===== config.mk =====
export PLATFORM = sky130hd
export DESIGN_NAME = block_buffer_cache_lru_core_flat
export DESIGN_NICKNAME = d
export VERILOG_FILES = /design/src/design/bbc_pkg.sv /design/src/design/bbc_req_if.sv /design/src/design/bbc_rsp_if.sv /design/src/design/bbc_ram.sv /design/src/design/block_buffer_cache_lru_core.sv /design/src/flat_wrapper.sv
export SDC_FILE = /design/constraint.sdc
export NUM_CORES = 2
export LEC_CHECK = 0
export BUFFER_PORTS_ARGS = -buffer_cell sky130_fd_sc_hd__buf_2
export CORE_MARGIN = 10
export CORE_UTILIZATION = 25
export CTS_CLUSTER_SIZE = 12
export DETAILED_ROUTE_END_ITERATION = 10
export SLEW_MARGIN = 0
export SYNTH_ARGS = -nofsm -noshare
export SYNTH_HDL_FRONTEND = slang
export SYNTH_HIERARCHICAL = 1
export SYNTH_SLANG_ARGS = --single-unit

===== constraint.sdc =====
create_clock -name clk -period 11.6 [get_ports clk]
set_clock_uncertainty 0.2 [all_clocks]
set_input_delay 0.58 -clock clk [delete_from_list [all_inputs] [get_ports clk]]
set_output_delay 0.58 -clock clk [all_outputs]
set_load 0.02 [all_outputs]

===== src/design/bbc_pkg.sv =====
// Shared types and codes for the block buffer cache tag store.
// No dependencies; the interfaces and the core import this package.
package bbc_pkg;

    localparam int REF_W = 6;
    localparam logic [REF_W-1:0] COUNT_MAX = 6'd63;

    localparam logic [1:0] FUNC_GET = 2'd0;
    localparam logic [1:0] FUNC_REL = 2'd1;
    localparam logic [1:0] FUNC_UPD = 2'd2;

    localparam logic [1:0] STAT_OK     = 2'd0;
    localparam logic [1:0] STAT_MISS   = 2'd1;
    localparam logic [1:0] STAT_NOFREE = 2'd2;
    localparam logic [1:0] STAT_UNREF  = 2'd3;

    typedef struct packed {
        logic [1:0]  func;
        logic [7:0]  device;
        logic [23:0] block_number;
        logic [4:0]  slot;
        logic        new_valid;
        logic        new_dirty;
    } req_t;

    typedef struct packed {
        logic [1:0]       status;
        logic [4:0]       result_slot;
        logic             needs_read;
        logic [REF_W-1:0] references;
    } rsp_t;

endpackage


===== src/design/bbc_req_if.sv =====
// Request channel: valid/ready handshake carrying one req_t beat.
// Depends on bbc_pkg.
interface bbc_req_if
    import bbc_pkg::*;
();
    logic valid;
    logic ready;
    req_t data;

    modport source (output valid, output data, input ready);
    modport sink   (input valid, input data, output ready);
endinterface


===== src/design/bbc_rsp_if.sv =====
// Response channel: valid/ready handshake carrying one rsp_t beat.
// Depends on bbc_pkg.
interface bbc_rsp_if
    import bbc_pkg::*;
();
    logic valid;
    logic ready;
    rsp_t data;

    modport source (output valid, output data, input ready);
    modport sink   (input valid, input data, output ready);
endinterface


===== src/design/bbc_ram.sv =====
// Generic simple dual-port RAM: one write port, one read port, registered read.
// No dependencies.
module bbc_ram #(
    parameter int WIDTH = 8,
    parameter int DEPTH = 32,
    localparam int AW = (DEPTH > 1) ? $clog2(DEPTH) : 1
) (
    input  logic             clk,
    input  logic             we,
    input  logic [AW-1:0]    waddr,
    input  logic [WIDTH-1:0] wdata,
    input  logic [AW-1:0]    raddr,
    output logic [WIDTH-1:0] rdata
);
    logic [WIDTH-1:0] mem [DEPTH];

    always_ff @(posedge clk)
    begin
        if (we)
        begin
            mem[waddr] <= wdata;
        end
        rdata <= mem[raddr];
    end
endmodule


===== src/design/block_buffer_cache_lru_core.sv =====
// Block buffer cache tag store: all slot state in one RAM, scanned one entry a cycle.
// Get: a full scan before the result. Release: a rank shift pass when the count
// drops to zero. One request at a time; the RAM's single read port sets the scan
// length. After reset a clearing pass writes initial tags and ranks; no request is
// taken during it.
// Depends on bbc_pkg, bbc_req_if, bbc_rsp_if and bbc_ram.
module block_buffer_cache_lru_core
    import bbc_pkg::*;
#(
    parameter int NUM_BUFFERS = 32,
    parameter int BLOCK_BITS  = 24,
    parameter int DEVICE_BITS = 8
) (
    input logic       clk,
    input logic       rst_n,
    bbc_req_if.sink   req,
    bbc_rsp_if.source rsp
);
    localparam int AW = $clog2(NUM_BUFFERS);
    localparam logic [AW-1:0] LAST_IDX = AW'(NUM_BUFFERS - 1);
    localparam logic [AW:0]   SCAN_END = (AW+1)'(NUM_BUFFERS);

    localparam logic [2:0] S_INIT  = 3'd0;
    localparam logic [2:0] S_IDLE  = 3'd1;
    localparam logic [2:0] S_GSCAN = 3'd2;
    localparam logic [2:0] S_GEND  = 3'd3;
    localparam logic [2:0] S_RREAD = 3'd4;
    localparam logic [2:0] S_RSCAN = 3'd5;
    localparam logic [2:0] S_UREAD = 3'd6;
    localparam logic [2:0] S_DONE  = 3'd7;

    typedef struct packed {
        logic [DEVICE_BITS-1:0] dev;
        logic [BLOCK_BITS-1:0]  blk;
        logic [REF_W-1:0]       refs;
        logic                   valid;
        logic                   dirty;
        logic [AW-1:0]          rank;
    } entry_t;

    logic [2:0] state_reg, state_next;
    logic [AW:0] scan_reg, scan_next;
    logic pend_reg, pend_next;
    logic [AW-1:0] pidx_reg, pidx_next;
    req_t req_reg, req_next;
    logic hit_reg, hit_next;
    logic [AW-1:0] hit_idx_reg, hit_idx_next;
    entry_t hit_ent_reg, hit_ent_next;
    logic fr_reg, fr_next;
    logic [AW-1:0] fr_idx_reg, fr_idx_next;
    entry_t fr_ent_reg, fr_ent_next;
    logic [AW-1:0] rank_reg, rank_next;
    rsp_t res_reg, res_next;
    logic out_valid_reg, out_valid_next;
    rsp_t out_reg, out_next;

    logic          ram_we;
    logic [AW-1:0] ram_waddr, ram_raddr;
    entry_t        ram_wdata, rd_ent;

    logic [DEVICE_BITS-1:0] dev_key;
    logic [BLOCK_BITS-1:0]  blk_key;
    logic [AW-1:0]          slot_idx;
    logic                   slot_ok;
    logic                   is_match, is_free;
    rsp_t                   echo_rsp;

    bbc_ram #(.WIDTH($bits(entry_t)), .DEPTH(NUM_BUFFERS)) u_ram (
        .clk   (clk),
        .we    (ram_we),
        .waddr (ram_waddr),
        .wdata (ram_wdata),
        .raddr (ram_raddr),
        .rdata (rd_ent)
    );

    assign dev_key  = DEVICE_BITS'(req_reg.device);
    assign blk_key  = BLOCK_BITS'(req_reg.block_number);
    assign slot_idx = AW'(req_reg.slot);
    assign is_match = (rd_ent.dev == dev_key) && (rd_ent.blk == blk_key);
    assign is_free  = (rd_ent.refs == '0) && !rd_ent.dirty;
    assign slot_ok  = 32'(req.data.slot) < NUM_BUFFERS;
    assign echo_rsp = '{status: STAT_OK, result_slot: req.data.slot,
                        needs_read: 1'b0, references: '0};

    assign req.ready = (state_reg == S_IDLE);
    assign rsp.valid = out_valid_reg;
    assign rsp.data  = out_reg;

    always_comb
    begin
        state_next     = state_reg;
        scan_next      = scan_reg;
        pend_next      = 1'b0;
        pidx_next      = scan_reg[AW-1:0];
        req_next       = req_reg;
        hit_next       = hit_reg;
        hit_idx_next   = hit_idx_reg;
        hit_ent_next   = hit_ent_reg;
        fr_next        = fr_reg;
        fr_idx_next    = fr_idx_reg;
        fr_ent_next    = fr_ent_reg;
        rank_next      = rank_reg;
        res_next       = res_reg;
        out_next       = out_reg;
        out_valid_next = out_valid_reg;
        ram_we         = 1'b0;
        ram_waddr      = pidx_reg;
        ram_wdata      = rd_ent;
        ram_raddr      = scan_reg[AW-1:0];

        if (out_valid_reg && rsp.ready)
        begin
            out_valid_next = 1'b0;
        end

        // issue one scan read a cycle; data comes back with pend_reg set
        if ((state_reg == S_GSCAN || state_reg == S_RSCAN) && scan_reg != SCAN_END)
        begin
            pend_next = 1'b1;
            scan_next = scan_reg + 1'b1;
        end

        case (state_reg)
            S_INIT:
            begin
                ram_we    = 1'b1;
                ram_waddr = scan_reg[AW-1:0];
                ram_wdata = '{dev: '0, blk: '0, refs: '0, valid: 1'b0, dirty: 1'b0,
                              rank: LAST_IDX - scan_reg[AW-1:0]};
                scan_next = scan_reg + 1'b1;
                if (scan_reg[AW-1:0] == LAST_IDX)
                begin
                    scan_next  = '0;
                    state_next = S_IDLE;
                end
            end
            S_IDLE:
            begin
                ram_raddr = AW'(req.data.slot);
                if (req.valid)
                begin
                    req_next  = req.data;
                    hit_next  = 1'b0;
                    fr_next   = 1'b0;
                    scan_next = '0;
                    res_next  = echo_rsp;
                    case (req.data.func)
                        FUNC_GET: state_next = S_GSCAN;
                        FUNC_REL: state_next = slot_ok ? S_RREAD : S_DONE;
                        FUNC_UPD: state_next = slot_ok ? S_UREAD : S_DONE;
                        default:  state_next = S_DONE;
                    endcase
                end
            end
            S_GSCAN:
            begin
                if (pend_reg)
                begin
                    // keep most recent match and least recent free slot
                    if (is_match && (!hit_reg || rd_ent.rank < hit_ent_reg.rank))
                    begin
                        hit_next     = 1'b1;
                        hit_idx_next = pidx_reg;
                        hit_ent_next = rd_ent;
                    end
                    if (is_free && (!fr_reg || rd_ent.rank > fr_ent_reg.rank))
                    begin
                        fr_next     = 1'b1;
                        fr_idx_next = pidx_reg;
                        fr_ent_next = rd_ent;
                    end
                    if (pidx_reg == LAST_IDX)
                    begin
                        state_next = S_GEND;
                    end
                end
            end
            S_GEND:
            begin
                state_next = S_DONE;
                if (hit_reg)
                begin
                    ram_we    = 1'b1;
                    ram_waddr = hit_idx_reg;
                    ram_wdata = hit_ent_reg;
                    if (hit_ent_reg.refs != COUNT_MAX)
                    begin
                        ram_wdata.refs = hit_ent_reg.refs + 1'b1;
                    end
                    res_next = '{status: STAT_OK, result_slot: 5'(hit_idx_reg),
                                 needs_read: !hit_ent_reg.valid,
                                 references: ram_wdata.refs};
                end
                else if (fr_reg)
                begin
                    ram_we    = 1'b1;
                    ram_waddr = fr_idx_reg;
                    ram_wdata = '{dev: dev_key, blk: blk_key, refs: REF_W'(1), valid: 1'b0,
                                  dirty: 1'b0, rank: fr_ent_reg.rank};
                    res_next  = '{status: STAT_MISS, result_slot: 5'(fr_idx_reg),
                                  needs_read: 1'b1, references: REF_W'(1)};
                end
                else
                begin
                    res_next = '{status: STAT_NOFREE, result_slot: '0,
                                 needs_read: 1'b0, references: '0};
                end
            end
            S_RREAD:
            begin
                state_next = S_DONE;
                if (rd_ent.refs == '0)
                begin
                    res_next.status = STAT_UNREF;
                end
                else if (rd_ent.refs != REF_W'(1))
                begin
                    ram_we         = 1'b1;
                    ram_waddr      = slot_idx;
                    ram_wdata.refs = rd_ent.refs - 1'b1;
                    res_next.references = ram_wdata.refs;
                end
                else
                begin
                    // count drops to zero: age everything newer, then promote
                    rank_next  = rd_ent.rank;
                    scan_next  = '0;
                    state_next = S_RSCAN;
                end
            end
            S_RSCAN:
            begin
                if (pend_reg)
                begin
                    ram_we = 1'b1;
                    if (pidx_reg == slot_idx)
                    begin
                        ram_wdata.refs = '0;
                        ram_wdata.rank = '0;
                    end
                    else if (rd_ent.rank < rank_reg)
                    begin
                        ram_wdata.rank = rd_ent.rank + 1'b1;
                    end
                    if (pidx_reg == LAST_IDX)
                    begin
                        state_next = S_DONE;
                    end
                end
            end
            S_UREAD:
            begin
                ram_we          = 1'b1;
                ram_waddr       = slot_idx;
                ram_wdata.valid = req_reg.new_valid;
                ram_wdata.dirty = req_reg.new_dirty;
                res_next.references = rd_ent.refs;
                state_next      = S_DONE;
            end
            S_DONE:
            begin
                if (!out_valid_reg || rsp.ready)
                begin
                    out_next       = res_reg;
                    out_valid_next = 1'b1;
                    state_next     = S_IDLE;
                end
            end
            default:
            begin
                state_next = S_IDLE;
            end
        endcase
    end

    always_ff @(posedge clk or negedge rst_n)
    begin
        if (!rst_n)
        begin
            state_reg     <= S_INIT;
            scan_reg      <= '0;
            pend_reg      <= 1'b0;
            out_valid_reg <= 1'b0;
        end
        else
        begin
            state_reg     <= state_next;
            scan_reg      <= scan_next;
            pend_reg      <= pend_next;
            out_valid_reg <= out_valid_next;
        end
    end

    always_ff @(posedge clk)
    begin
        pidx_reg    <= pidx_next;
        req_reg     <= req_next;
        hit_reg     <= hit_next;
        hit_idx_reg <= hit_idx_next;
        hit_ent_reg <= hit_ent_next;
        fr_reg      <= fr_next;
        fr_idx_reg  <= fr_idx_next;
        fr_ent_reg  <= fr_ent_next;
        rank_reg    <= rank_next;
        res_reg     <= res_next;
        out_reg     <= out_next;
    end

    a_miss_reads: assert property (@(posedge clk) disable iff (!rst_n)
        (rsp.valid && rsp.data.status == STAT_MISS)
            |-> (rsp.data.needs_read && rsp.data.references == REF_W'(1)))
        else $error("miss beat without read request or count one");

    a_nofree_zero: assert property (@(posedge clk) disable iff (!rst_n)
        (rsp.valid && rsp.data.status == STAT_NOFREE)
            |-> (rsp.data.references == '0 && rsp.data.result_slot == '0
                 && !rsp.data.needs_read))
        else $error("no-free beat carries nonzero fields");

    a_init_blocks: assert property (@(posedge clk) disable iff (!rst_n)
        (state_reg == S_INIT) |-> !(req.valid && req.ready))
        else $error("request accepted during clearing pass");

    a_rscan_slot: assert property (@(posedge clk) disable iff (!rst_n)
        (state_reg == S_RSCAN && ram_we && ram_waddr == slot_idx)
            |-> (ram_wdata.rank == '0 && ram_wdata.refs == '0))
        else $error("released slot not promoted to most recent");
endmodule

===== src/flat_wrapper.sv =====
// flat-port wrapper written by rule: the top's interface ports become plain ports
module block_buffer_cache_lru_core_flat import bbc_pkg::*;
#(
    parameter int NUM_BUFFERS = 32,
    parameter int BLOCK_BITS  = 24,
    parameter int DEVICE_BITS = 8
)
  (clk, rst_n, req_valid, req_data, req_ready, rsp_valid, rsp_data, rsp_ready);
  bbc_req_if req_i ();
  bbc_rsp_if rsp_i ();
  input logic clk;
  input logic rst_n;
  input wire logic [$bits(req_i.valid)-1:0] req_valid;
  input wire logic [$bits(req_i.data)-1:0] req_data;
  output wire logic [$bits(req_i.ready)-1:0] req_ready;
  output wire logic [$bits(rsp_i.valid)-1:0] rsp_valid;
  output wire logic [$bits(rsp_i.data)-1:0] rsp_data;
  input wire logic [$bits(rsp_i.ready)-1:0] rsp_ready;
  assign req_i.valid = req_valid;
  assign req_i.data = req_data;
  assign req_ready = req_i.ready;
  assign rsp_valid = rsp_i.valid;
  assign rsp_data = rsp_i.data;
  assign rsp_i.ready = rsp_ready;
  block_buffer_cache_lru_core #(.NUM_BUFFERS(NUM_BUFFERS), .BLOCK_BITS(BLOCK_BITS), .DEVICE_BITS(DEVICE_BITS)) u_core (.clk(clk), .rst_n(rst_n), .req(req_i), .rsp(rsp_i));
endmodule

**Word-level counts from Yosys, hierarchy flattened**

Memory sizes are Yosys's and may differ from the RTL's. A register that Yosys moved wholly into a read port is not among the register bits.
Index checks and enable logic that the tools add are counted.

- Register bits after elaboration: 150
- RAM bits: 1,440
- Bits of input ports: 45
- Logic and storage cells: 170
- Memories kept: 1

- Add/sub/neg operators: 5
- Order comparisons: 3
- Equality and inequality tests: 29
- Mux-type cells: 65
- Bitwise gates (word level): 2
- Reductions and logical operators: 35

Memory list:

| memory | words | width | rd ports | clocked after Yosys merged registers in | wr ports | line | text |
|---|---|---|---|---|---|---|---|
| u_core.u_ram.mem | 32 | 45 | 1 | 1 | 1 | bbc_ram.sv:15 | `logic [WIDTH-1:0] mem [DEPTH];` |

Operator list:

| kind | count |
|---|---|
| $mux W45 | 2 |
| $mux W6 | 12 |
| $pmux W32 S2 | 1 |
| $pmux W6 S4 | 2 |
| $mux W14 | 3 |
| $mux W5 | 8 |
| $eq A24 B24 Y1 | 1 |
| $mux W3 | 8 |
| $pmux W3 S7 | 1 |
| $pmux W5 S4 | 1 |
| $pmux W6 S3 | 1 |
| $mux W1 | 16 |
| $pmux W5 S3 | 1 |
| $add A6 B1 Y6 const B | 2 |
| $eq A3 B3 Y1 const B | 4 |
| $ne A2 B1 Y1 const B | 6 |
| $ne A2 B2 Y1 const B | 6 |
| $ne A6 B6 Y1 const B | 2 |
| $pmux W2 S3 | 2 |
| $pmux W6 S2 | 1 |
| $reduce_and A3 Y1 | 4 |
| $reduce_and A4 Y1 | 3 |
| $eq A5 B5 Y1 const B | 2 |
| $lt A5 B5 Y1 | 2 |
| other kinds (28) | 48 |

**Longest topological paths before layout**

- Depth after elaboration: 7
- Gate-level depth with buffers: 14

**Hierarchy**

The synthesis kept the hierarchy.

Modules (own cells, without submodules):

| module | times used | cells an instance | area an instance (sq um) | seq. area each (sq um) |
|---|---|---|---|---|
| bbc_ram | 1 | 3,157 | 56,859.5 | 44,142.3 |
| block_buffer_cache_lru_core | 1 | 617 | 7,507.2 | 4,399.2 |

**Worst setup path before layout**

Ideal clock, no wire load.

- Path type: register to register
- Start: reg u_core.u_ram.rdata[7] (read register of u_core.u_ram.mem)
- End: mem u_core/u_ram/mem[28][0] (netlist name), enable pin
- Data arrival time: 4.370 ns
- Data required time: 10.952 ns
- Setup slack: 6.582 ns
- Stages on the path, launching flop included: 10
- Path buffers: 1
- Period minus slack after synthesis: 5.018 ns
- Cells stage by stage: dfxtp_1 > inv_1 > ha_1 > or2_2 > a31oi_1 > a22oi_1 > a221o_1 > or3b_2 > clkbuf_1 > nor2_1

- Elaborated cells between the ends (all ways): 10

RTL lines:

| what | line | text |
|---|---|---|
| start: declaration | bbc_ram.sv:13 | `output logic [WIDTH-1:0] rdata` |
| $ne A6 B1 Y1 | block_buffer_cache_lru_core.sv:217 | `else if (rd_ent.refs != REF_W'(1))` |
| $mux W5 | block_buffer_cache_lru_core.sv:217 |  |
| $mux W5 (*) | block_buffer_cache_lru_core.sv:213 | `if (rd_ent.refs == '0)` |
| $pmux W5 S4 (*) | block_buffer_cache_lru_core.sv:124 | `case (state_reg)` |
| named net u_core.ram_waddr[1] | block_buffer_cache_lru_core.sv:58 | `logic [AW-1:0] ram_waddr, ram_raddr;` |
| end: declaration | bbc_ram.sv:15 |  |

The timed path passes the listed nets; every way through them passes the cells marked *.

**Worst setup path in the final report**

- Start: reg u_core.state_reg[2]
- End: mem u_core/u_ram/mem[26][24] (netlist name), enable pin

- Elaborated cells between the ends (all ways): 10

RTL lines:

| what | line | text |
|---|---|---|
| start: declaration | block_buffer_cache_lru_core.sv:41 | `logic [2:0] state_reg, state_next;` |
| start signal: assignment | block_buffer_cache_lru_core.sv:288 | `state_reg <= state_next;` |
| $eq A3 B3 Y1 (tied with other cells) | block_buffer_cache_lru_core.sv:124 |  |
| $pmux W5 S4 (*) | block_buffer_cache_lru_core.sv:124 |  |
| named net u_core.ram_waddr[1] | block_buffer_cache_lru_core.sv:58 |  |

Marked as above.

==> results.md <==
- Status: complete, no violations
- Internal: 0.0135 W
- Num rows: 186
- Sequential area share after synthesis: 75.4%
- Critical Path RT: 11.84 ns
- Residual DRC: 0
- Power share of the clock group: 24.3%
- Setup TNS Final: 0 ns
- Number of flops mapped to enable cells by yosys: 1,574
- DPL Wire Length: 86,900 µm
- Clk sinks: 1,635
- Final setup violation count: 0
- Ys async rst share: 0.673%
- Post-Syn Area: 0.0644 mm²
- WS Path Type: reg -> reg
- P&R area growth vs syn: 15.4%
- Final net count: 3,982
- Gr usage total: 11.8%
- DR vias: 35,000
- # IOs: 61
- Number of global-route vias before repair: 34,400
- Initial DRC count: 3,965
- Sequential share of power: 41.4%
- Layout filler cell count: 25,300
- Max layer used: met4
- Switch Pwr: 0.00739 W
- Total power: 0.0209 W
- Min Hold Slack: 0.0965 ns
- Final wirelength: 171,000 µm
- WP data arrival: 5.95 ns
- Clock transition at path regs: 0.06 ns
- Cts repair resizes: 0
- Initial antenna violation count: 3
- Clk buf depth: 3
- Top cells by area, synth: edfxtp_1, mux2i_1, a22oi_1, dfxtp_1, a22o_1
- Hold Path Depth: 3
- Die width: 527 µm
- Worst Setup Start Kind: flip-flop
- Core Util, Final: 29.0%
- Unrepaired setup endpoints after global routing: false
- Buffers on Ports: 60
- Drt wl/cell: 23.0 µm
- Max reg flops: 1,440
- Synth Instances: 3,774
- Fin. Hold Viols: 0
- Die footprint: 0.278 mm²
- Yosys top cell area share: 73.4%
- Worst Reg-to-Reg Cells: 9
- FF+latch count, synth: 1,635
- Yosys warnings: 6
- Post-DRT Antenna Nets: 0
- Worst Path Max Fanout: 40
- Critical Path End Type: flip-flop
- Starting density of the core: 25.1%
- GP Congestion: 0.819
- Detail Route met3 WL: 13,700 µm
- Clk_lat worst skew: 0.81 ns
- Via density: 4.71
- Peak Freq: 175 MHz
- M1 WL: 71,600 µm
- Synth Flop Type: edfxtp_1
- Sw frac: 35.4%
- Max-slew headroom: 17.8%
- Maximum Capacitance Violations: 0
- First-pass GRT wire length: 245,000 µm
- Largest net degree at the start of global routing: 138
- Final worst path period share: 49.2%
- H-tree depth: 4
- Pwr per Cell Area: 281 mW/mm²
- Tmin final: 5.71 ns
- Synth Net Count: 3,840
- Distinct cells, synth: 78
- Placement Setup Slack: 5.98 ns
- Max VDD drop: 0.295 mV
- Mapped Avg Cell Area: 17.1 µm²
- Slew Limit Fails: 0
- Top-count cell post-synth: edfxtp_1
- Worst-Margin Slew: 1.23 ns
- CTS Buf Count: 167
- GRT Residual Overflow: 0
- Hold Path Class: in -> reg
- Die height: 527 µm
- Root Driver: clkbuf_16
- Synth top cells by count: edfxtp_1, mux2i_1, nand2_1
- Layout cells sized above 1: 10.4%
- Leakage: 24.8 nW
- Combinational share of power: 34.3%
- Core Box Area: 0.256 mm²
- CTS tree: done
- Met2 wire len: 81,200 µm
- Synth area leader: edfxtp_1
- 1st-pass router iterations: 8
- Final WS setup: 5.89 ns
worst max-delay path, stage by stage, from the launching register on:
cell,delay [ns]
dfrtp_1,0.71
nand3b_2,0.64
nor2_4,0.20
buf_4,0.58
a22oi_1,0.18
o21ai_0,0.16
a221o_1,0.27
nand3b_1,0.64
nor2_4,1.13
buf_4,0.58
final timing paths:
kind | from | endpoint | slack (ns)
max in group asynchronous | rst_n | u_core/rsp.valid$_DFF_PN0_ | 10.18
min in group asynchronous | rst_n | u_core/state_reg[2]$_DFFE_PN0P_ | 0.65
setup reg to reg | u_core/state_reg[2]$_DFFE_PN0P_ | u_core/u_ram/mem[26][24]$_DFFE_PP_ | 5.89
setup / recovery | u_core/state_reg[2]$_DFFE_PN0P_ | u_core/u_ram/mem[26][24]$_DFFE_PP_ | 5.89
hold / removal | req_valid | u_core/fr_reg$_DFFE_PP_ | 0.1
hold reg to reg | u_core/res_reg[7]$_DFFE_PP_ | u_core/rsp.data[7]$_DFFE_PP_ | 0.22
power groups by stage:
stage               registers, W  logic, W  clock network, W
CTS                      0.00864   0.00714           0.00516
global placement         0.00874   0.00699                 0
global route             0.00869   0.00766           0.00540
finish                   0.00864   0.00717           0.00506
detailed placement       0.00876   0.00710                 0
floorplan                0.00865   0.00489                 0
cells by family (layout without fill, tap and decap cells):
kind of cell	count (synthesis)	after routing	share of synthesized area (%)
other	0	1	0
and+or+nand+nor	515	515	3.79
DFF	1635	1635	75.4
muxes	729	729	11.4
adders and majority gates	21	21	0.408
xor gates and xnor gates	45	45	0.612
buffers and inverters	268	547	2.30
AOI/OAI and AO/OA	561	561	6.12
layer usage:
layer,vias up,GRT usage (%)
li1,15200,-
met1,18100,15.8
met2,1530,19.2
met3,248,2.39
met4,0,3.90
met5,-,0
metrics by stage:
step                      instances  area [µm²]
after floorplan                3774       64400
after global placement         7085       68700
after detailed placement       7085       68700
after CTS                      7436       74300
after global routing           7438       74300
final                          7438       74300
area by class of cell:
class                      instances  area (µm²)  area share [%]
clock buffer                     261        4660            6.28
sequential                      1635       48500            65.4
clock inverter                    45         452           0.608
multi-input combinational       1871       14700            19.8
inverter                          60         225           0.303
tap                             3384        4230            5.70
antenna                            1        2.50         0.00337
timing repair buffer             181        1430            1.92
layout by cell type (no fill, tap or decap), types with 8 or more instances in the layout:
cell and count:
dfrtp_1 11, a21oi_1 154, ha_1 21, clkinv_2 8, clkbuf_1 82, dlygate4sd3_1 45
buf_4 67, a31oi_1 53, nand4_1 11, clkbuf_8 11, nor2_1 29, dfxtp_1 50
nor3_1 57, nand2b_1 8, a222oi_1 32, nand3_1 144, edfxtp_1 1574, nor2_4 36
buf_12 8, o21ai_0 29, clkinv_1 16, buf_2 60, xnor2_1 37, a22o_1 92
a22oi_1 142, inv_1 59, xor2_1 8, nand2_1 178, mux2i_1 724, clkbuf_16 168
repair_timing:
item | in CTS | in global routing
hold buffers | 45 | 0
buffers inserted | 0 | 0
hold endpoints to repair | 58 | 0
Power figures use the tool's default switching activity.
